--- src/rtl/core/rfr_pkg.sv ---
// Shared constants, register codes and types of the row FIR filter.
package rfr_pkg;

  localparam int DEF_MAX_RADIUS  = 3;
  localparam int DEF_MAX_WIDTH   = 4096;
  localparam int DEF_SAMPLE_BITS = 16;

  localparam int DIM_BITS       = 13;
  localparam int RAD_BITS       = 2;
  localparam int TAP_BITS       = 16;
  localparam int TAP_COUNT      = 7;
  localparam int TAP_FRAC       = 14;
  localparam int SUM_GUARD      = 4;
  localparam int CFG_INDEX_BITS = 3;
  localparam int CFG_DATA_BITS  = 64;
  localparam int TAPS_LO_COUNT  = 4;
  localparam int TAPS_HI_COUNT  = TAP_COUNT - TAPS_LO_COUNT;

  localparam logic [CFG_INDEX_BITS-1:0] REG_ROW_WIDTH   = 3'd0;
  localparam logic [CFG_INDEX_BITS-1:0] REG_ROW_COUNT   = 3'd1;
  localparam logic [CFG_INDEX_BITS-1:0] REG_RADIUS      = 3'd2;
  localparam logic [CFG_INDEX_BITS-1:0] REG_TAPS_FIRST  = 3'd3;
  localparam logic [CFG_INDEX_BITS-1:0] REG_TAPS_LAST   = 3'd4;

  localparam logic [DIM_BITS-1:0] RST_ROW_WIDTH = 13'd64;
  localparam logic [DIM_BITS-1:0] RST_ROW_COUNT = 13'd64;
  localparam logic [RAD_BITS-1:0] RST_RADIUS    = 2'd0;
  localparam logic [TAP_BITS-1:0] RST_TAP_ZERO  = 16'd16384;

  typedef struct packed {
    logic row_end;
    logic frame_end;
  } mark_t;

  typedef logic [TAP_COUNT-1:0][TAP_BITS-1:0] taps_t;

endpackage

--- src/rtl/core/rfr_window.sv ---
// Sample window, column and row tracking, and row-end flush sequencing.
module rfr_window import rfr_pkg::*; #(
  parameter int MAX_RADIUS  = DEF_MAX_RADIUS,
  parameter int MAX_WIDTH   = DEF_MAX_WIDTH,
  parameter int SAMPLE_BITS = DEF_SAMPLE_BITS
) (
  input  logic                                    clk,
  input  logic                                    rst,
  input  logic                                    in_valid,
  output logic                                    in_ready,
  input  logic [SAMPLE_BITS-1:0]                  in_sample,
  input  logic [DIM_BITS-1:0]                     row_width,
  input  logic [DIM_BITS-1:0]                     row_count,
  input  logic [RAD_BITS-1:0]                     kernel_radius,
  output logic                                    em_valid,
  input  logic                                    em_ready,
  output logic [2*MAX_RADIUS:0][SAMPLE_BITS-1:0]  em_window,
  output logic [RAD_BITS-1:0]                     em_radius,
  output mark_t                                   em_mark
);

  localparam int WIN      = 2 * MAX_RADIUS + 1;
  localparam int COL_BITS = $clog2(MAX_WIDTH);
  localparam int W_BITS   = $clog2(MAX_WIDTH + 1);
  localparam int CMP_BITS = (W_BITS > DIM_BITS) ? W_BITS : DIM_BITS;
  localparam int COLX     = COL_BITS + 1;
  localparam int ROWX     = DIM_BITS + 1;
  localparam logic [CMP_BITS-1:0] WIDTH_CAP = CMP_BITS'(MAX_WIDTH);
  localparam logic [RAD_BITS-1:0] RAD_CAP   = RAD_BITS'(MAX_RADIUS);

  logic [WIN-1:0][SAMPLE_BITS-1:0] window, window_next;
  logic [COL_BITS-1:0]             col, col_next;
  logic [DIM_BITS-1:0]             row, row_next;
  logic [RAD_BITS-1:0]             rad, rad_next;
  logic                            flushing, flushing_next;
  logic [RAD_BITS-1:0]             fl_k, fl_k_next;
  logic [SAMPLE_BITS-1:0]          fl_sample, fl_sample_next;
  logic [COL_BITS-1:0]             fl_col, fl_col_next;
  logic                            fl_fend, fl_fend_next;

  logic [CMP_BITS-1:0] width_ext, width_eff;
  logic [DIM_BITS-1:0] count_eff;
  logic [RAD_BITS-1:0] rad_new, r_use;
  logic                last_col, frame_last, in_fire;

  always_comb begin
    width_ext = CMP_BITS'(row_width);
    if (width_ext == '0) begin
      width_eff = CMP_BITS'(1);
    end else if (width_ext > WIDTH_CAP) begin
      width_eff = WIDTH_CAP;
    end else begin
      width_eff = width_ext;
    end
    count_eff  = (row_count == '0) ? DIM_BITS'(1) : row_count;
    rad_new    = (kernel_radius > RAD_CAP) ? RAD_CAP : kernel_radius;
    r_use      = (col == '0) ? rad_new : rad;
    last_col   = (CMP_BITS'(col) + CMP_BITS'(1)) >= width_eff;
    frame_last = (ROWX'(row) + ROWX'(1)) >= ROWX'(count_eff);

    in_ready = !flushing && em_ready;
    in_fire  = in_valid && in_ready;

    window_next    = window;
    col_next       = col;
    row_next       = row;
    rad_next       = rad;
    flushing_next  = flushing;
    fl_k_next      = fl_k;
    fl_sample_next = fl_sample;
    fl_col_next    = fl_col;
    fl_fend_next   = fl_fend;
    em_valid       = 1'b0;
    em_radius      = rad;
    em_mark        = '0;

    if (in_fire) begin
      if (col == '0) begin
        window_next = {WIN{in_sample}};
      end else begin
        window_next = {window[WIN-2:0], in_sample};
      end
      rad_next          = r_use;
      em_radius         = r_use;
      em_valid          = COLX'(col) >= COLX'(r_use);
      em_mark.row_end   = last_col && (r_use == '0);
      em_mark.frame_end = last_col && (r_use == '0) && frame_last;
      if (last_col) begin
        col_next = '0;
        row_next = frame_last ? '0 : row + DIM_BITS'(1);
        if (r_use != '0) begin
          flushing_next  = 1'b1;
          fl_k_next      = RAD_BITS'(1);
          fl_sample_next = in_sample;
          fl_col_next    = col;
          fl_fend_next   = frame_last;
        end
      end else begin
        col_next = col + COL_BITS'(1);
      end
    end else if (flushing && em_ready) begin
      // replicate the last sample past the right edge
      window_next       = {window[WIN-2:0], fl_sample};
      em_valid          = (COLX'(fl_col) + COLX'(fl_k)) >= COLX'(rad);
      em_mark.row_end   = fl_k == rad;
      em_mark.frame_end = (fl_k == rad) && fl_fend;
      if (fl_k == rad) begin
        flushing_next = 1'b0;
      end else begin
        fl_k_next = fl_k + RAD_BITS'(1);
      end
    end
    em_window = window_next;
  end

  always_ff @(posedge clk) begin
    if (rst) begin
      col      <= '0;
      row      <= '0;
      rad      <= '0;
      flushing <= 1'b0;
      fl_k     <= '0;
    end else begin
      col      <= col_next;
      row      <= row_next;
      rad      <= rad_next;
      flushing <= flushing_next;
      fl_k     <= fl_k_next;
    end
  end

  always_ff @(posedge clk) begin
    window    <= window_next;
    fl_sample <= fl_sample_next;
    fl_col    <= fl_col_next;
    fl_fend   <= fl_fend_next;
  end

endmodule

--- config.mk ---
export PLATFORM = sky130hd
export DESIGN_NAME = rfr_window
export DESIGN_NICKNAME = d
export VERILOG_FILES = /design/src/rtl/core/rfr_pkg.sv /design/src/rtl/core/rfr_window.sv
export SDC_FILE = /design/constraint.sdc
export NUM_CORES = 1
export LEC_CHECK = 0
export BUFFER_PORTS_ARGS = -buffer_cell sky130_fd_sc_hd__buf_4
export CAP_MARGIN = 20
export CORE_ASPECT_RATIO = 2
export CORE_MARGIN = 5
export CORE_UTILIZATION = 30
export CTS_CLUSTER_DIAMETER = 40
export CTS_CLUSTER_SIZE = 16
export DETAILED_ROUTE_END_ITERATION = 8
export GPL_TIMING_DRIVEN = 0
export SLEW_MARGIN = 20
export SYNTH_ARGS = -nofsm -noshare
export SYNTH_HDL_FRONTEND = slang
export SYNTH_SLANG_ARGS = --single-unit
--- constraint.sdc ---
create_clock -name clk -period 10.5 [get_ports clk]
set_input_delay 0.525 -clock clk [delete_from_list [all_inputs] [get_ports clk]]
set_output_delay 0.525 -clock clk [all_outputs]
set_load 0.005 [all_outputs]
# After elaboration in Yosys (flattened, before gate mapping)
# Cells that the tools add are included.
# Widths: inputs -> output; s select.
[op_classes]
addsub = 6
magnitude_cmp = 6
eq_ne = 4
mux = 25
n_reduce_logical = 18
[op_table]
columns = ["cell", "count"]
rows = [
  ["$mux 112", 3],
  ["$mux 13", 4],
  ["$logic_not 13->1", 2],
  ["$mux 2", 10],
  ["$add 13x1->14 const B", 1],
  ["$ge 14x13->1", 1],
  ["$add 12x1->13 const B", 1],
  ["$add 12x2->13", 1],
  ["$add 13x1->13 const B", 1],
  ["$ge 13x13->1", 1],
  ["$ge 13x2->1", 1],
  ["$gt 13x13->1 const B", 1],
  ["$add 12x1->12 const B", 1],
  ["$ge 12x2->1", 1],
  ["$logic_not 12->1", 1],
  ["$mux 12", 1],
  ["$reduce_and 4->1", 2],
  ["$mux 1", 7],
  ["$logic_and 1x1->1", 6],
  ["$reduce_bool 2->1", 3],
  ["$ne 2x2->1 const B", 2],
  ["$reduce_and 3->1", 1],
  ["$add 2x1->2 const B", 1],
  ["$eq 2x2->1", 1],
  ["other kinds (5)", 5],
]
[word_totals]
regBits = 171
inputBits = 48
output_inout_bits = 118
word_cells = 74

# Depth between registers and ports, before layout
# Gate-level depths: netlist of run 1.
[depth]
ltp_word = 7
depth_mapped = 14
depth_no_buf = 12

# Least setup slack after synthesis of run 1
# No wires, ideal clock.
[synth_path]
kind = "register to register"
startpoint = "register col[2]"
endpoint = "register fl_col[0] (enable)"
setup_ps = 416
arrival_ps = 3431
t_required_ps = 10084
setup_slack_ps = 6653
path_stages_with_launch = 12
path_buffers = 1
period_less_slack_ps = 3847
cell_sequence = "dfxtp_1 buf_2 nand3_1 nor3_1 and3_1 xor2_1 ha_1 nand2_1 o21ai_0 a22oi_1 a21boi_2 nor2_1"
[synth_between]
elab_chain_len = 4
elab_cells_between_ends = 6
classes_between = "add/sub (1); order compare (1); mux (1); reduce/logical (3)"
[synth_rtl]
columns = ["element", "line_no", "rtl"]
rows = [
  ["start, declared", "rfr_window.sv:32", "logic [COL_BITS-1:0] col, col_next;"],
  ["start signal, assigned", "rfr_window.sv:124", "col <= col_next;"],
  ["parallel branches: the longest is 3 deep, another holds $add 12x1->13", "-", ""],
  ["$reduce_and 3->1 (no line) (*)", "-", ""],
  ["end signal, assigned", "rfr_window.sv:135", "fl_col <= fl_col_next;"],
  ["end, declared", "rfr_window.sv:38", "logic [COL_BITS-1:0] fl_col, fl_col_next;"],
]
# Every way passes the cells marked *.
# A chain may end at the register's enable or synchronous reset.

==> results of run 1 <==
[where the power goes]
| group | switching, mW | internal (mW) |
|---|---|---|
| Combinational | 0.146 | 0.183 |
| Clock | 0.260 | 0.408 |
| Sequential | 0.0410 | 0.743 |
[Yosys cell counts (all sizes together), types with 8 or more instances]
master,n
mux2i,18
nand3,26
xor2,11
a211oi,8
nand4,8
nor2,32
a21oi,43
dfxtp,142
clkbuf,42
o221a,96
nor4,8
a31oi,9
or3,16
inv,26
edfxtp,29
and3,12
xnor2,13
nand2,43
o21ai,16
ha,35
buf,16
[metrics by stage]
stage	area, um2	power (mW)	cells	util	worst slack, ns
3_5_place_dp	9300	1.13	1214	0.372	5.96
4_1_cts	9920	1.80	1244	0.396	5.44
6_report	9920	1.78	1246	0.396	5.59
2_1_floorplan	7620	0.937	713	-	6.65
5_1_grt	9920	1.85	1246	0.396	5.31
3_3_place_gp	9270	1.12	1213	0.370	5.22
[kinds of logic (layout without fill, tap and decap cells)]
kind of cell    Yosys count  in the layout
flops                   171            171
simple gates            172            172
other cells               0              2
mux                      21             21
compound gates          205            205
fa+ha+maj                36             36
xor+xnor                 24             24
buf+inv                  84            279
[flip-flops by register name, summed over array words and instances (netlist names)]
signal and cells:
flushing 1, fl_col 12, row 13, fl_k 2, col 12, fl_sample 16, rad 2, fl_fend 1
window 112
[metal layers]
layer  routed length [um]  up-vias
met5                   13        -
met4                  829        2
met3                 1080       35
met2                14400      140
met1                 8520     3078
li1                     -     3101
[layout make-up]
cell class / instances / share of cell area
Buffer: 58 / 0.0240
Clock inverter: 5 / 0.0106
Multi-Input combinational cell: 458 / 0.360
Tap cell: 336 / 0.0424
Sequential cell: 171 / 0.374
Clock buffer: 25 / 0.0512
Timing Repair Buffer: 165 / 0.127
Antenna cell: 2 / 0.000504
Inverter: 26 / 0.00984
[path summary, 6_finish.rpt]
check | from | end | cells after the start
setup / recovery | row[0]$_SDFFE_PP0P_ | em_mark[0] | 13
hold / removal | in_sample[4] | fl_sample[4]$_DFFE_PP_ | 1
setup reg to reg | row[0]$_SDFFE_PP0P_ | row[6]$_SDFFE_PP0P_ | 13
hold reg to reg | col[2]$_SDFFE_PP0P_ | fl_col[2]$_DFFE_PP_ | 0
==> metrics, run 1 <==
Rel. slew slack 0.424; top cells by area, synth dfxtp_1 (37%), o221a_2 (14%), edfxtp_1 (11%); number of top-level pins around 170; Iteration-0 DRC Markers around 310; Initial Util 0.304; largest net degree at the start of global routing 22; maximum VDD drop 0.000129 V; CP peak stage delay 0.74 ns; Cell Chain, Critical Path ha_1, and3_1, and3_1, clkbuf_1, nand3_1, xnor2_1, ha_1, nand2_1, a2111oi_0, a21oi_1, buf_2, o22ai_1, buf_4; static leakage roughly 4.2 nW; Adder-Cell Fraction of Synth Area 0.0601; most common cell after layout, fill and taps aside buf_4; post-cts sizing count 0; status completed; slowest CP cell a2111oi_0; number of flops mapped to enable cells by yosys 29; FF/Latch Area 3710 um2; met3 Usage GRT 0.0414; crit path DAT 4.38 ns; initial antenna violation count 4; CTS Sinks 171; Worst-path clk slew around 0.070 ns; post-DR wirelength/cell 19.9 um; Netlist cell types 57; worst-margin pin slew between 0.8 and 0.9 ns; minimum clock period 4.91 ns; Critical Path Sink Type output pin; Synth top area share 0.373; fraction of layout cells with a size suffix above 1 0.344; compound-gate portion of the synthesized area 0.236; Req. time, crit path 9.98 ns; xor/xnor cell area share of the yosys netlist 0.0276; post-route ant nets 0; total wire length 24800 um; overall global routing resource usage 0.172; Clock Path Buffers 2; grt peak-use layer met2; worst hold path class primary input to flip-flop; H-tree lvl count 4; period utilization 0.467; Final HPWL DP 20000 um; vias in the first global route roughly 6600; met1 Usage GRT 0.160; Core ar. 25000 um2; Synth Warn # 0; FFs w/ async S/R, synth 0; TritonCTS clock tree done; input/output buffers 164; critical path buffer and inverter count 3; Pins Over Slew Limit 0; main combinational cell family by area after synthesis compound AO/OA/AOI/OAI gates; TritonCTS buffer count 17; post-synth top area cell dfxtp_1; CP max FO 10; final setup TNS 0 ns; GR Overflow Total 0; crit path launch type flip-flop; Final Hold Fails 0; Cell Area, Synth 7620 um2; first-pass GRT wire length 37400 um; setup repair bufs after CTS 0; reg-to-reg slack, setup 6.51 ns; critical path's top delay family compound AO/OA/AOI/OAI gates; Final setup viols 0; die width 123 um; Max Cap Violations 0; hold buffers post-CTS 0; Worst-Skew Late Latency between 0.4 and 0.5 ns; Mapped Cells 713; Post-Synth Simple-Gate Area 0.116; via count 6356; RePlAce Congestion 0.802; predominant post-synthesis flop cell dfxtp_1; DRC 0; Area Growth Syn to Fin 30.3%; vias per inst between 5 and 6; layout filler cell count 2541; kind of critical path flip-flop to output pin; Pre-antenna DRT Iters 4; most frequent cells in the layout buf_4 (165), dfxtp_1 (142), o221a_2 (96); number of synthesized register bits 171; Die ar. 28900 um2; Die Ht between 200 and 250 um; grt met2 use 0.339; post-synthesis sequential area ratio 0.488; Final Skew 0.0105 ns; RSZ-0062 raised after global routing no; floorplan row count 82; Root Buffer clkbuf_16; fmax 204 MHz; Fin Hold WS 0.281 ns; PwrDens 180 nW/um2; area of the multi-input gates 3580 um2; Post-Syn Area per Cell about 11 um2; NumNets Final 981; mux contribution to synthesized area 0.0286; net count after synthesis 797
Power figures use the tool's default switching activity.
==> inputs of run 2 (changes only) <==
--- a/config.mk
+++ b/config.mk
@@ -5,6 +5,7 @@
 export SDC_FILE = /design/constraint.sdc
 export NUM_CORES = 1
 export LEC_CHECK = 0
+export ABC_AREA = 1
 export BUFFER_PORTS_ARGS = -buffer_cell sky130_fd_sc_hd__buf_4
 export CAP_MARGIN = 20
 export CORE_ASPECT_RATIO = 2
==> constraint.sdc (replaced) <==
create_clock -name clk -period 5.1 [get_ports clk]
set_input_delay 0.255 -clock clk [delete_from_list [all_inputs] [get_ports clk]]
set_output_delay 0.255 -clock clk [all_outputs]
set_load 0.005 [all_outputs]
==> run 2 against run 1 <==
  * First-iteration DRC count grew 24%
  * Critical path type unchanged
  * Worst setup slack got worse by 4.4 ns
  * Die area increased by 14%
  * Clock power grew 81%
==> metrics, run 2 <==
number of top-level pins 166 (unchanged); Core ar. 28800 um2 (+15%); Final setup viols 0 (unchanged); overall power 3.81 mW (+110%); Top Registers window: 112 flops, fl_sample: 16 flops, row: 13 flops; Req. time, crit path 4.85 ns (-5.13 ns); top cells by area, synth dfxtp_1 (32%), nand2_1 (12%), edfxtp_1 (9.9%); Post-Syn Area per Cell 7.80 um2 (-27%); max FFs per register 112 (unchanged); static leakage 5.09 nW (+21%); worst hold path class primary input to flip-flop; NumNets Final 1402 (+43%); initial antenna violation count 0 (-4); layout filler cell count 3074 (+21%); Synth Warn # 0 (unchanged); die width 131 um (+6.8%); overall global routing resource usage 0.177 (+0.00512); Max Cap Violations 0 (unchanged); net count after synthesis 1210 (+52%); worst reg2reg path startpoint col[1]$_SDFFE_PP0P_; WHS Endpoint fl_sample[8]$_DFFE_PP_; largest net degree at the start of global routing 17 (-23%); reg-to-reg slack, setup 1.60 ns (-4.91 ns); Netlist cell types 41 (-28%); Top reg by flops window; Final Skew 0.00810 ns (-0.00245 ns); Final Hold Fails 0 (unchanged); reg2reg end fl_sample[3]$_DFFE_PP_; Critical Path Sink Type output pin; CP max FO 10 (unchanged); Iteration-0 DRC Markers 390 (+24%); worst hold start in_sample[8]; worst-margin pin slew 0.656 ns (-0.186 ns); hold depth 1 (unchanged); Die ar. 33000 um2 (+14%); predominant post-synthesis flop cell dfxtp_1; RePlAce Congestion 0.873 (+8.8%); cell with the most instances after synthesis nand2_1; diodes inserted 0 (-2); H-tree lvl count 4 (unchanged); fmax 259 MHz; number of flops mapped to enable cells by yosys 29 (unchanged); Area Growth Syn to Fin 26.6%; kind of critical path flip-flop to output pin; Post-synth top cells nand2_1 (292), dfxtp_1 (142), a21oi_1 (140); Root Buffer clkbuf_16; GR Overflow Total 0 (unchanged); floorplan row count 88 (+7.3%); DRC 0 (unchanged); PwrDens 343 nW/um2 (+91%); most common cell after layout, fill and taps aside nand2_1; period utilization 0.757; maximum VDD drop 0.000252 V (+95%); Reg2Reg Depth 15 (+2); vias per inst 4.85 (-4.9%); FFs w/ async S/R, synth 0 (unchanged); RSZ-0062 raised after global routing no; most frequent cells in the layout nand2_1 (292), buf_4 (173), dfxtp_1 (142); Die Ht 252 um (+7.1%); fraction of layout cells with a size suffix above 1 0.204 (-0.140); post-synthesis sequential area ratio 0.423 (-0.0646); crit path DAT 3.61 ns (-0.77 ns); total wire length 29400 um (+18%); number of synthesized register bits 171 (unchanged); Pins Over Slew Limit 0 (unchanged); TritonCTS clock tree done; Worst-path clk slew 0.06 ns (about the same); post-DR wirelength/cell 17.4 um (-13%); Cell Area, Synth 8780 um2 (+15%); Clock Path Buffers 2 (unchanged); Rel. slew slack 0.563 (+0.139); vias in the first global route 8496 (+29%); input/output buffers 164 (unchanged); Pre-antenna DRT Iters 5 (+1); status completed; TritonCTS buffer count 17 (unchanged); Synth top area share 0.324 (-0.0495); Worst-Skew Late Latency 0.44 ns (about the same); via count 8190 (+29%); setup repair bufs after CTS 0 (unchanged); CTS Sinks 171 (unchanged); Mapped Cells 1126 (+58%); Initial Util 0.304 (about the same); post-synth top area cell dfxtp_1; final setup TNS 0 ns (unchanged); first-pass GRT wire length 44400 um (+19%); crit path launch type flip-flop; Final HPWL DP 24400 um (+22%); minimum clock period 3.86 ns; post-route ant nets 0 (unchanged)
run 2: cell types whose count changed in the layout (fill, tap and decap cells not counted), sizes merged, moves of 26 or more:
cell   previous run  this run
nand2            43       298
a21oi            43       150
o221a            96         0
inv              27       100
a31oi             9        81
o21ai            16        73
nor2             32        58
run 2: layer usage:
metal	routed length, um	vias to the layer above	track usage	share of wire
met5	0	-	0	0
met4	1750	0	0.109	0.060
met3	1420	85	0.0341	0.048
met2	16400	216	0.344	0.56
met1	9770	3698	0.160	0.33
li1	-	4191	-	-
run 2: logic make-up after synthesis:
kind of cell | after synthesis | share of synthesized area
xor+xnor | 21 | 0.0209
fa+ha+maj | 36 | 0.0522
simple gates | 411 | 0.199
compound gates | 324 | 0.226
buf+inv | 163 | 0.0785
flops | 171 | 0.423
run 2: timing repair:
action / in CTS / in global routing
hold buffers: 8 / 0
gates resized for setup: 0 / 0
endpoints found under the hold margin: 8 / 0
run 2: area by class of cell:
cell class,count,area (um2),share of cell area
multi-input cells,792,4390,0.395
flip-flops and latches,171,3710,0.334
repair buffers,173,1340,0.120
clock buffers,22,495,0.0446
well taps,360,450,0.0405
inverters,99,372,0.0334
plain buffers,64,318,0.0286
clock inverters,7,40.0,0.00360
run 2: report_power, final:
group	switching, mW	leakage, nW	internal, mW
combinational	0.485	3.38	0.418
sequential	0.125	1.44	1.57
clock	0.533	0.273	0.679
run 2: worst max-delay path: stages (launching register included):
cell and delay (ns):
dfxtp_1 0.46, ha_1 0.24, nand2_1 0.11, nor3_1 0.32, nand4_1 0.21, xor2_1 0.21
ha_1 0.31, nand2_1 0.05, nor2_1 0.11, nand2_1 0.10, nor2_1 0.09, nor2_1 0.05
nand3_1 0.18, nand2_2 0.14, inv_2 0.14, buf_4 0.19, nand3_1 0.09, nand2_1 0.08
buf_4 0.11
run 2: metrics by stage:
step | setup WS [ns] | cells | instance area [um2] | hold WS (ns) | utilization
final | 1.24 | 1688 | 11100 | 0.0263 | 0.385
after global routing | 0.909 | 1688 | 11100 | 0.00824 | 0.385
after CTS | 1.20 | 1688 | 11100 | 0.00422 | 0.385
after detailed placement | 1.55 | 1651 | 10500 | 0.444 | 0.364
after global placement | 0.143 | 1650 | 10500 | 0.445 | 0.363
after floorplan | 1.38 | 1126 | 8780 | 0.354 | -
run 2: worst max path at each step:
stage / cells after the start / endpoint / slack [ns] / startpoint
5_1_grt: 18 / em_mark[0] / 0.91 / col[1]$_SDFFE_PP0P_
3_3_place_gp: 15 / fl_sample[1]$_DFFE_PP_ / 0.14 / row_width[0]
4_1_cts: 18 / em_mark[0] / 1.20 / col[1]$_SDFFE_PP0P_
2_1_floorplan: 14 / fl_col[0]$_DFFE_PP_ / 1.38 / col[1]$_SDFFE_PP0P_
3_5_place_dp: 15 / fl_sample[2]$_DFFE_PP_ / 1.55 / col[1]$_SDFFE_PP0P_
6_report: 18 / em_mark[0] / 1.24 / col[1]$_SDFFE_PP0P_
