[src/rtl/core/rfr_pkg.sv]
// Shared constants, register codes and types of the row FIR filter.
package rfr_pkg;

  localparam int DEF_MAX_RADIUS  = 3;
  localparam int DEF_MAX_WIDTH   = 4096;
  localparam int DEF_SAMPLE_BITS = 16;

  localparam int DIM_BITS       = 13;
  localparam int RAD_BITS       = 2;
  localparam int TAP_BITS       = 16;
  localparam int TAP_COUNT      = 7;
  localparam int TAP_FRAC       = 14;
  localparam int SUM_GUARD      = 4;
  localparam int CFG_INDEX_BITS = 3;
  localparam int CFG_DATA_BITS  = 64;
  localparam int TAPS_LO_COUNT  = 4;
  localparam int TAPS_HI_COUNT  = TAP_COUNT - TAPS_LO_COUNT;

  localparam logic [CFG_INDEX_BITS-1:0] REG_ROW_WIDTH   = 3'd0;
  localparam logic [CFG_INDEX_BITS-1:0] REG_ROW_COUNT   = 3'd1;
  localparam logic [CFG_INDEX_BITS-1:0] REG_RADIUS      = 3'd2;
  localparam logic [CFG_INDEX_BITS-1:0] REG_TAPS_FIRST  = 3'd3;
  localparam logic [CFG_INDEX_BITS-1:0] REG_TAPS_LAST   = 3'd4;

  localparam logic [DIM_BITS-1:0] RST_ROW_WIDTH = 13'd64;
  localparam logic [DIM_BITS-1:0] RST_ROW_COUNT = 13'd64;
  localparam logic [RAD_BITS-1:0] RST_RADIUS    = 2'd0;
  localparam logic [TAP_BITS-1:0] RST_TAP_ZERO  = 16'd16384;

  typedef struct packed {
    logic row_end;
    logic frame_end;
  } mark_t;

  typedef logic [TAP_COUNT-1:0][TAP_BITS-1:0] taps_t;

endpackage

[src/rtl/core/rfr_if.sv]


interface rfr_result_if import rfr_pkg::*; #(
  parameter int SAMPLE_BITS = DEF_SAMPLE_BITS
);
  logic                          valid;
  logic                          ready;
  logic signed [SAMPLE_BITS-1:0] filtered;
  logic                          clipped;
  logic                          row_end;
  logic                          frame_end;

  modport source (output valid, filtered, clipped, row_end, frame_end, input ready);
  modport sink   (input valid, filtered, clipped, row_end, frame_end, output ready);
endinterface

[src/rtl/core/rfr_round.sv]
// Round to nearest, saturate and hold the result register.
module rfr_round import rfr_pkg::*; #(
  parameter int SAMPLE_BITS = DEF_SAMPLE_BITS
) (
  input  logic                                             clk,
  input  logic                                             rst,
  input  logic                                             sum_valid,
  output logic                                             sum_ready,
  input  logic signed [SAMPLE_BITS+TAP_BITS+SUM_GUARD-1:0] sum,
  input  mark_t                                            sum_mark,
  rfr_result_if.source                                     results
);

  localparam int SUM_BITS = SAMPLE_BITS + TAP_BITS + SUM_GUARD;
  localparam int Q_BITS   = SUM_BITS - TAP_FRAC;
  localparam logic signed [SUM_BITS-1:0] HALF = SUM_BITS'(1) <<< (TAP_FRAC - 1);
  localparam logic signed [Q_BITS-1:0] HI =
    {{(Q_BITS - SAMPLE_BITS + 1){1'b0}}, {(SAMPLE_BITS - 1){1'b1}}};
  localparam logic signed [Q_BITS-1:0] LO =
    {{(Q_BITS - SAMPLE_BITS + 1){1'b1}}, {(SAMPLE_BITS - 1){1'b0}}};

  logic signed [SUM_BITS-1:0]    rnd;
  logic signed [Q_BITS-1:0]      q;
  logic signed [SAMPLE_BITS-1:0] sat;
  logic                          clip;

  always_comb begin
    rnd = sum + HALF;
    q   = rnd[SUM_BITS-1:TAP_FRAC];
    if (q > HI) begin
      sat  = HI[SAMPLE_BITS-1:0];
      clip = 1'b1;
    end else if (q < LO) begin
      sat  = LO[SAMPLE_BITS-1:0];
      clip = 1'b1;
    end else begin
      sat  = q[SAMPLE_BITS-1:0];
      clip = 1'b0;
    end
  end

  assign sum_ready = !results.valid || results.ready;

  always_ff @(posedge clk) begin
    if (rst) begin
      results.valid <= 1'b0;
    end else if (sum_ready) begin
      results.valid <= sum_valid;
    end
  end

  always_ff @(posedge clk) begin
    if (sum_ready && sum_valid) begin
      results.filtered  <= sat;
      results.clipped   <= clip;
      results.row_end   <= sum_mark.row_end;
      results.frame_end <= sum_mark.frame_end;
    end
  end

endmodule

[src/flat_wrapper.sv]
// flat-port wrapper written by rule: the top's interface ports become plain ports
module rfr_round_flat import rfr_pkg::*;
#(
  parameter int SAMPLE_BITS = DEF_SAMPLE_BITS
)
  (clk, rst, sum_valid, sum_ready, sum, sum_mark, results_valid, results_filtered, results_clipped, results_row_end, results_frame_end, results_ready);
  rfr_result_if #(.SAMPLE_BITS(SAMPLE_BITS)) results_i ();
  input  logic clk;
  input  logic rst;
  input  logic sum_valid;
  output logic sum_ready;
  input  logic signed [SAMPLE_BITS+TAP_BITS+SUM_GUARD-1:0] sum;
  input  mark_t sum_mark;
  output wire logic [$bits(results_i.valid)-1:0] results_valid;
  output wire logic [$bits(results_i.filtered)-1:0] results_filtered;
  output wire logic [$bits(results_i.clipped)-1:0] results_clipped;
  output wire logic [$bits(results_i.row_end)-1:0] results_row_end;
  output wire logic [$bits(results_i.frame_end)-1:0] results_frame_end;
  input wire logic [$bits(results_i.ready)-1:0] results_ready;
  assign results_valid = results_i.valid;
  assign results_filtered = results_i.filtered;
  assign results_clipped = results_i.clipped;
  assign results_row_end = results_i.row_end;
  assign results_frame_end = results_i.frame_end;
  assign results_i.ready = results_ready;
  rfr_round #(.SAMPLE_BITS(SAMPLE_BITS)) u_core (.clk(clk), .rst(rst), .sum_valid(sum_valid), .sum_ready(sum_ready), .sum(sum), .sum_mark(sum_mark), .results(results_i));
endmodule
[config.mk]
export PLATFORM = sky130hd
export DESIGN_NAME = rfr_round_flat
export DESIGN_NICKNAME = d
export VERILOG_FILES = /design/src/rtl/core/rfr_pkg.sv /design/src/rtl/core/rfr_if.sv /design/src/rtl/core/rfr_round.sv /design/src/flat_wrapper.sv
export SDC_FILE = /design/constraint.sdc
export NUM_CORES = 1
export LEC_CHECK = 0
export ABC_CLOCK_PERIOD_IN_PS = 5300
export BUFFER_PORTS_ARGS = -buffer_cell sky130_fd_sc_hd__buf_2
export CAP_MARGIN = 20
export CELL_PAD_IN_SITES_DETAIL_PLACEMENT = 1
export CELL_PAD_IN_SITES_GLOBAL_PLACEMENT = 2
export CORE_ASPECT_RATIO = 0.7
export CORE_MARGIN = 2
export CORE_UTILIZATION = 29
export CTS_CLUSTER_DIAMETER = 40
export DETAILED_ROUTE_END_ITERATION = 8
export GPL_TIMING_DRIVEN = 0
export PLACE_DENSITY = 0.89
export SLEW_MARGIN = 20
export SYNTH_ARGS = -nofsm -noshare
export SYNTH_HDL_FRONTEND = slang
export SYNTH_SLANG_ARGS = --single-unit
[constraint.sdc]
create_clock -name clk -period 5.3 [get_ports clk]
set_clock_uncertainty 0.15 [all_clocks]
set_input_delay 0.265 -clock clk [delete_from_list [all_inputs] [get_ports clk]]
set_output_delay 0.265 -clock clk [all_outputs]
set_load 0.01 [all_outputs]
# Word-level counts from Yosys, hierarchy flattened
# Cells that the tools add are included.
# totals
ff_bits	20
word_cells	13
# op_classes
order_cmp	2
n_addsub	1
n_reduce_logical	3
mux	2
# op_table
operator	n
$add 36x15->36 const B	1
$gt 22x16->1 const B	1
$lt 22x16->1 const B	1
$mux 16	1
$logic_and 1x1->1	1
$logic_not 1->1	1
$logic_or 1x1->1	1
$mux 1	1

# Depth between registers and ports, before layout
# Gate-level depths: netlist of run 1.
# logic_depth
word_depth	3
mapped_depth	9

# Least setup slack after synthesis of run 1
# OpenSTA, ideal clock, no wires.
# synth_timing
kind	input-to-reg
startpoint	input sum[13]
endpoint	register u_core.results.filtered[0] (data pin)
required_ns	4.881
path_stages	8
path_buffers	2
path_slack_ns	3.148
t_arrival_ns	1.734
path_cell_list	ha_1 > clkbuf_1 > nand2_2 > nor4_4 > xor2_2 > o21a_1 > buf_6 > o22ai_1
# synth_via
elab_chain_len	3
word_cells_on_any_way	4
# synth_rtl
item	line	text
start: declaration	flat_wrapper.sv:12	input logic signed [SAMPLE_BITS+TAP_BITS+SUM_GUARD-1:0] sum;
$add 36x15->36 (*)	rfr_round.sv:28	rnd = sum + HALF;
$lt 22x16->1	rfr_round.sv:33	end else if (q < LO) begin
$mux 16	rfr_round.sv:33	
end signal: assignment	rfr_round.sv:54	results.filtered <= sat;
end: declaration	rfr_if.sv:13	modport source (output valid, filtered, clipped, row_end, frame_end, input ready);
# Every way passes the cells marked *; elsewhere a longest branch is shown, timed or not.
# A chain may end at the register's enable or synchronous reset.

# Worst setup path in the final report of run 1
# layout_timing
startpoint	input sum[15]
endpoint	register u_core.results.filtered[10] (data pin)
# The elaborated chain is that of the path after synthesis.

==> metrics.sh, run 1 <==
RUN_STATUS='complete, no violations'
POWER.STATIC_LEAKAGE_nW=0.650
GRT_USAGE_PCT=15.2
DETAILROUTE.VIA_COUNT=1174
PLACED_CELL_COUNT=221
FINAL_CELL_MIX='buf_2, edfxtp_1, xor2_1'
CORE_UM2=4380
POST_SYNTH_MAIN_AREA_CONTRIBUTORS='edfxtp_1, xor2_1, o31a_2, a21oi_1, nand3_1'
INSERTEDDIODECOUNT=0
FP.DIEH_UM=60.8
CLOCK_PATH_BUFFERS=2
YOSYSSEQAREASHARE_PCT=44.2
POWER.IR.VDD_WORST_V=0.000138
GRT_FIRST_PASS_WIRELENGTH_UM=6050
FINAL_ESTIMATED_ROUTING_CONGESTION_IN_GLOBAL_PLACEMENT=0.806
PORT-BUFFER-COUNT=48
DIE_AREA_UM2=5180
INITIAL_ANTENNA_VIOLATION_COUNT=0
CLK_ROOT_BUFFER_CELL='clkbuf_8'
WORSTPATHMAXFANOUT=9
POSTCTSHOLDBUFS=0
PLACEMENT.CELL_AREA_UM2=1650
DESIGN.FINAL.NETS=214
CTS_TREE='done'
ENDPOINT_KIND='flop'
CRITICAL_PATH_ARRIVAL_NS=2.22
MET2_LENGTH_UM=1670
FINAL_HOLD_VIO_COUNT=0
ROWS=20
RSZ0062_AT_GRT='false'
GRT_MAX_DEGREE=20
ANT_NETS=0
LAYOUT.AREA.SEQ_UM2=591
CTS_RESIZED=0
POST-ROUTE-MIN-PERIOD_NS=2.37
CTS_INSERTED_BUFFERS=3
LAYOUT_CELL_SHARE_WITH_DRIVE_STRENGTH_BEYOND_1_PCT=43.5
CRITICAL_PATH_CLASS='input pin to flop'
MAXCAP_VIOLATIONS=0
GRT_PASS1_VIAS=1211
CTS.CLK_SLEW.WORST_PATHS_NS=0.07
FINALINSTANCEAREA_UM2=1720
NUM_IO_PINS=63
DRT_ITER0_MARKERS=27
MAX_CLOCK_FREQ_GHz=0.421
SYNTH.CELL_AREA_UM2=1340
SYNTHESIZED_INSTANCE_COUNT=118
SYN-NUM-NETS=161
MOSTFREQUENTLAYOUTCELL='buf_2'
SYN_AREA_PER_CELL_UM2=11.3
MAX_SLEW.WORST_PIN.SLEW_NS=0.835
CRIT_TOP_CELL='buf_2'
TIMING.FINAL.SETUP_VIOLATIONS=0
DESIGN_POWER_TOTAL_W=0.000413
DETAILEDROUTE.FIRSTPASSITERATIONCOUNT=4
SLEW_VIOLATIONS=0
CTS_POST_SETUP_BUFFERS_INSERTED=0
AREA_OF_THE_MULTI_INPUT_GATES_UM2=702
POWER_DENSITY_nW_PER_UM2=241
DRT-VIAS-PER-INSTANCE=5.22
YS.WARNINGS.COUNT=0
DRC=0
CHIPWIDTH_UM=85.1
LAYOUT.FILLER_CELLS=497
MIN_PATH_TYPE='input pin to flop'
NETLIST-CELL-TYPE-COUNT=40
WORSTSKEWPAIRLATENCY_NS=0.26
WL_MET1_UM=1720
AREA_DELTA_SYNTH_FINAL_PCT=28.5
CRITICAL_PATH.STARTPOINT_TYPE='input pin'
TOTALWIRELENGTH_UM=3670
CRITPATHSLOWESTCELL='xor2_1'
GRT_OVERFLOW=0
CP_DATA_REQUIRED_TIME_NS=5.15
WL_MET3_UM=245
YOSYS_REGISTER_BITS=20
WIRE_PER_INST_UM=16.3
SYNTH.LARGEST_AREA_CELL='edfxtp_1'
SLEW-LIMIT-HEADROOM_PCT=44.3
FINAL.SETUP.TNS_NS=0
HTREEDEPTH=1
TIMING.CRITICAL_PATH.SLOWEST_CELL_DELAY_NS=0.54
TOP_SIGNAL_LAYER_USED='met4'
DP.FINAL_HPWL_UM=3000
CRITICAL_PATH.CELL_CHAIN='buf_2 > and4_1 > and2_1 > buf_2 > nand3_1 > xor2_1 > o21a_1 > buf_6 > o22ai_1'
FIN_CRIT_SH_PCT=44.8
CLOCK-SINKS=20
INITIAL_UTILIZATION_PCT=30.5
FINISH.CELL_COUNT_WITHOUT_FILLERS=225
AREA_SHARE_OF_THE_LARGEST_CELL_TYPE_AFTER_SYNTHESIS_PCT=42.7
==> through the flow <==
stage | hold slack, ns | worst slack [ns] | utilization [%]
2_1_floorplan | 0.184 | 3.15 | -
3_3_place_gp | 0.277 | 2.76 | 37.6
3_5_place_dp | 0.286 | 2.71 | 37.6
4_1_cts | 0.00329 | 2.98 | 39.2
5_1_grt | 0.00987 | 2.77 | 39.2
6_report | 0.0146 | 2.93 | 39.2
==> worst paths after layout <==
path	startpoint	slack, ns	end	cells after the start
min reg2reg	u_core.results.valid	0.41	u_core.results.valid	2
max reg2reg	u_core.results.valid	3.66	u_core.results.filtered[14]	2
min	rst	0.01	u_core.results.valid	2
max	sum[15]	2.93	u_core.results.filtered[10]	9
==> synthesized netlist by cell type (all sizes together) <==
library cell / count
nor4b: 1
mux2i: 1
nand4: 5
ha: 1
nand2: 4
a31oi: 1
o21ai: 2
inv: 2
a21oi: 9
xnor2: 5
nand3: 9
nor2: 2
a32o: 1
and4: 4
buf: 5
dfxtp: 1
o211ai: 1
o31a: 6
xor2: 14
and2: 3
nor2b: 1
nand2b: 1
and3: 3
clkbuf: 1
edfxtp: 19
a21o: 1
nor4: 1
o22ai: 9
o21a: 2
nor3: 3
==> area by class of cell <==
class,count,area share (%)
Tap cell,55,4.01
Buffer,6,2.11
Sequential cell,20,34.4
Clock buffer,3,2.41
Timing Repair Buffer,48,14.0
Clock inverter,1,1.75
Inverter,2,0.437
Multi-Input combinational cell,90,40.9
==> per-layer routing <==
metal / vias up / global-route usage (%)
met2: 38 / 26.2
li1: 561 / -
met3: 4 / 4.22
met4: 0 / 3.40
met5: - / 0
met1: 571 / 19.4
==> worst max-delay path, delay by kind of cell <==
kind | cells | cell delay [ns]
xor gates and xnor gates | 1 | 0.54
buffers and inverters | 3 | 0.45
and+or+nand+nor | 3 | 0.63
AOI/OAI and AO/OA | 2 | 0.33
==> power breakdown <==
group	total, W	switching, W	internal, W
Clock	0.000152	0.0000515	0.000101
Combinational	0.0000734	0.0000426	0.0000309
Sequential	0.000187	0.00000279	0.000185
Total	0.000413	0.0000969	0.000316
==> registers in the layout, indices dropped and copies added (netlist names) <==
signal                    count
u_core.results.filtered      16
u_core.results.clipped        1
u_core.results.frame_end      1
u_core.results.row_end        1
u_core.results.valid          1
==> cell families (layout without fill, tap and decap cells) <==
| kind of cell | after synthesis | in the layout | share of synthesized area (%) |
|---|---|---|---|
| DFF | 20 | 20 | 44.2 |
| and+or+nand+nor | 37 | 37 | 20.1 |
| adders and majority gates | 1 | 1 | 0.936 |
| muxes | 1 | 1 | 0.749 |
| xor gates and xnor gates | 19 | 19 | 13.0 |
| buffers and inverters | 8 | 60 | 3.28 |
| AOI/OAI and AO/OA | 32 | 32 | 17.7 |
Note: power is estimated with default switching activity, not from simulation.
==> inputs of run 2 (changes only) <==
--- a/config.mk
+++ b/config.mk
@@ -5,18 +5,18 @@
 export SDC_FILE = /design/constraint.sdc
 export NUM_CORES = 1
 export LEC_CHECK = 0
-export ABC_CLOCK_PERIOD_IN_PS = 5300
+export ABC_CLOCK_PERIOD_IN_PS = 2300
 export BUFFER_PORTS_ARGS = -buffer_cell sky130_fd_sc_hd__buf_2
 export CAP_MARGIN = 20
 export CELL_PAD_IN_SITES_DETAIL_PLACEMENT = 1
 export CELL_PAD_IN_SITES_GLOBAL_PLACEMENT = 2
 export CORE_ASPECT_RATIO = 0.7
 export CORE_MARGIN = 2
-export CORE_UTILIZATION = 29
+export CORE_UTILIZATION = 27
 export CTS_CLUSTER_DIAMETER = 40
 export DETAILED_ROUTE_END_ITERATION = 8
 export GPL_TIMING_DRIVEN = 0
-export PLACE_DENSITY = 0.89
+export PLACE_DENSITY = 0.84
 export SLEW_MARGIN = 20
 export SYNTH_ARGS = -nofsm -noshare
 export SYNTH_HDL_FRONTEND = slang
==> constraint.sdc (replaced) <==
create_clock -name clk -period 2.3 [get_ports clk]
set_clock_uncertainty 0.15 [all_clocks]
set_input_delay 0.115 -clock clk [delete_from_list [all_inputs] [get_ports clk]]
set_output_delay 0.115 -clock clk [all_outputs]
set_load 0.01 [all_outputs]
==> metrics.sh, run 2 (synthesis gave the netlist of run 1 again) <==
CTS_TREE='done'
SLEW-LIMIT-HEADROOM_PCT=41.2  # -3.2 points
CTS_INSERTED_BUFFERS=3  # unchanged
CRITICAL_PATH_BUF_INV_COUNT=3  # unchanged
DRT-VIAS-PER-INSTANCE=4.79  # -8.2%
GRT_FIRST_PASS_WIRELENGTH_UM=6190  # +2.3%
DP.FINAL_HPWL_UM=2930  # -2.1%
POWER.IR.VDD_WORST_V=0.000238  # +72%
CLOCK-SINKS=20  # unchanged
LAYOUT_CELL_SHARE_WITH_DRIVE_STRENGTH_BEYOND_1_PCT=43.4  # -0.10 points
GRT_PASS1_VIAS=1196  # -1.2%
MAXCAP_VIOLATIONS=0  # unchanged
ROWS=21  # +5.0%
SLEW_VIOLATIONS=0  # unchanged
DETAILROUTE.VIA_COUNT=1169  # -0.43%
POST-ROUTE-MIN-PERIOD_NS=2.14
GRT_MAX_DEGREE=20  # unchanged
PLACED_CELL_COUNT=235  # +6.3%
AREA_DELTA_SYNTH_FINAL_PCT=34.7
CRITICAL_PATH_CLASS='input pin to flop'
WORSTSKEWPAIRLATENCY_NS=0.26  # about the same
PORT-BUFFER-COUNT=48  # unchanged
LARGEST-REGISTER='u_core.results.filtered'
DESIGN_POWER_TOTAL_W=0.000962  # +130%
WIRE_PER_INST_UM=15.5  # -5.1%
FIN_CRIT_SH_PCT=92.8
CP_DATA_REQUIRED_TIME_NS=2.16  # -2.99 ns
POWER.STATIC_LEAKAGE_nW=0.677  # +4.2%
CPLARGESTDELAYFAMILY='simple AND/OR/NAND/NOR gates'
INSERTEDDIODECOUNT=0  # unchanged
GRT_OVERFLOW=0  # unchanged
TIMING.FINAL.SETUP_VIOLATIONS=0  # unchanged
CRITICAL_PATH_ARRIVAL_NS=1.99  # -0.23 ns
CRITPATHSLOWESTCELL='nor4_4'
FP.DIEH_UM=62.9  # +3.4%
POWER.SHARE.CLOCK_PCT=36.8  # about the same
DETAILEDROUTE.FIRSTPASSITERATIONCOUNT=4  # unchanged
CTS.CLK_SLEW.WORST_PATHS_NS=0.07  # about the same
PART_OF_THE_TOTAL_POWER_DISSIPATED_IN_SEQUENTIAL_ELEMENTS_PCT=44.7  # -0.7 points
DPL_WORST_SLACK_NS=-0.235  # -2.94 ns
POWER_DENSITY_nW_PER_UM2=535  # +120%
FINAL_HOLD_VIO_COUNT=0  # unchanged
SW_FRAC_OF_TOTAL_PCT=23.7  # +0.22 points
MIN_PATH_TYPE='input pin to flop'
HTREEDEPTH=1  # unchanged
SETUP_WS_NS=0.165  # -2.76 ns
MAX_CLOCK_FREQ_GHz=0.468
CRIT_START='sum[14]'
DRT_ITER0_MARKERS=47  # +74%
CRITICAL_PATH.STARTPOINT_TYPE='input pin'
FINAL_CELL_MIX='buf_2, edfxtp_1, xor2_1'
WORSTPATHMAXFANOUT=9  # unchanged
CLK_ROOT_BUFFER_CELL='clkbuf_8'
DIE_AREA_UM2=5540  # +7.0%
ANT_NETS=0  # unchanged
SWITCHINGPOWER_W=0.000228  # +140%
CORE_UM2=4780  # +9.2%
GRT_USAGE_PCT=14.2  # -0.99 points
FINISH.CELL_COUNT_WITHOUT_FILLERS=244  # +8.4%
TOTALWIRELENGTH_UM=3770  # +2.9%
MOSTFREQUENTLAYOUTCELL='buf_2'
DESIGN.FINAL.NETS=219  # +2.3%
DRC=0  # unchanged
FINAL_ESTIMATED_ROUTING_CONGESTION_IN_GLOBAL_PLACEMENT=0.760  # -5.7%
POWER.INTERNAL_W=0.000735  # +130%
CLOCK_PATH_BUFFERS=2  # unchanged
ENDPOINT_KIND='flop'
LAYOUT.FILLER_CELLS=577  # +16%
COMBINATIONAL_SHARE_OF_POWER_PCT=18.4  # +0.6 points
CHIPWIDTH_UM=88.1  # +3.5%
HP-START='sum[22]'
CRIT-REG2REG-LAUNCH='u_core.results.valid'
INITIAL_UTILIZATION_PCT=27.9  # -2.6 points
INITIAL_ANTENNA_VIOLATION_COUNT=0  # unchanged
MAX_SLEW.WORST_PIN.SLEW_NS=0.882  # +0.0475 ns
LARGEST_REG_FLOPS=16  # unchanged
CRITICAL_PATH.CELL_CHAIN='buf_2 > ha_1 > clkbuf_1 > nand2_2 > nor4_4 > xor2_4 > o21a_1 > buf_6 > o22ai_1'
RUN_STATUS='complete, no violations'
NUM_IO_PINS=63  # unchanged
TIMING.CRITICAL_PATH.SLOWEST_CELL_DELAY_NS=0.40  # -0.14 ns
-- run 2: what timing repair did --
action | 4_1_cts | 5_1_grt
buffers inserted | 0 | 1
endpoints found under the setup margin | 0 | 16
hold buffers | 4 | 0
hold endpoints to repair | 3 | 0
gates resized for setup | 0 | 2
-- run 2: area by class of cell --
class / instances / area (µm²) / share of cell area, %
plain buffers: 6 / 36.3 / 2.02
clock buffers: 3 / 41.3 / 2.29
clock inverters: 1 / 30.0 / 1.67
inverters: 2 / 7.51 / 0.417
multi-input cells: 90 / 721 / 40.0
flip-flops and latches: 20 / 591 / 32.8
well taps: 69 / 86.3 / 4.79
repair buffers: 53 / 288 / 16.0
-- run 2: routing by layer --
layer  track usage, %  routed length, µm  vias up  share of wire (%)
li1                 -                  -      571                  -
met1             19.2               1740      563                 46
met2             24.1               1870       31                 49
met3             2.51                146        4                3.9
met4             2.27                 24        0               0.64
met5                0                  0        -                  0
-- run 2: worst min-delay path: cells and delay by family --
family / cells / cell delay, ns
AO/OA/AOI/OAI: 1 / 0.09
XOR/XNOR: 1 / 0.08
buffers and inverters: 1 / 0.11
-- run 2: metrics by stage --
step	setup TNS, ns	instance area (µm²)	hold WS [ns]	utilization (%)
after floorplan	0	1340	0.0341	-
after global routing	-0.00390	1800	0.124	37.7
after CTS	0	1770	0.106	37.1
after global placement	-2.49	1660	0.120	34.8
final	0	1800	0.109	37.7
after detailed placement	-3.47	1660	0.123	34.8
-- run 2: power by group through the flow --
stage	registers (W)	clock network [W]	logic, W
3_3_place_gp	0.000437	0	0.000163
5_1_grt	0.000433	0.000370	0.000194
6_report	0.000430	0.000355	0.000177
2_1_floorplan	0.000451	0	0.0000774
4_1_cts	0.000431	0.000357	0.000176
3_5_place_dp	0.000439	0	0.000170
-- run 2: final timing paths --
check | slack, ns | to | depth (start not counted)
max | 0.16 | u_core.results.filtered[0] | 9
min | 0.11 | u_core.results.filtered[8] | 3
max reg2reg | 0.61 | u_core.results.filtered[3] | 2
min reg2reg | 0.95 | u_core.results.valid | 3
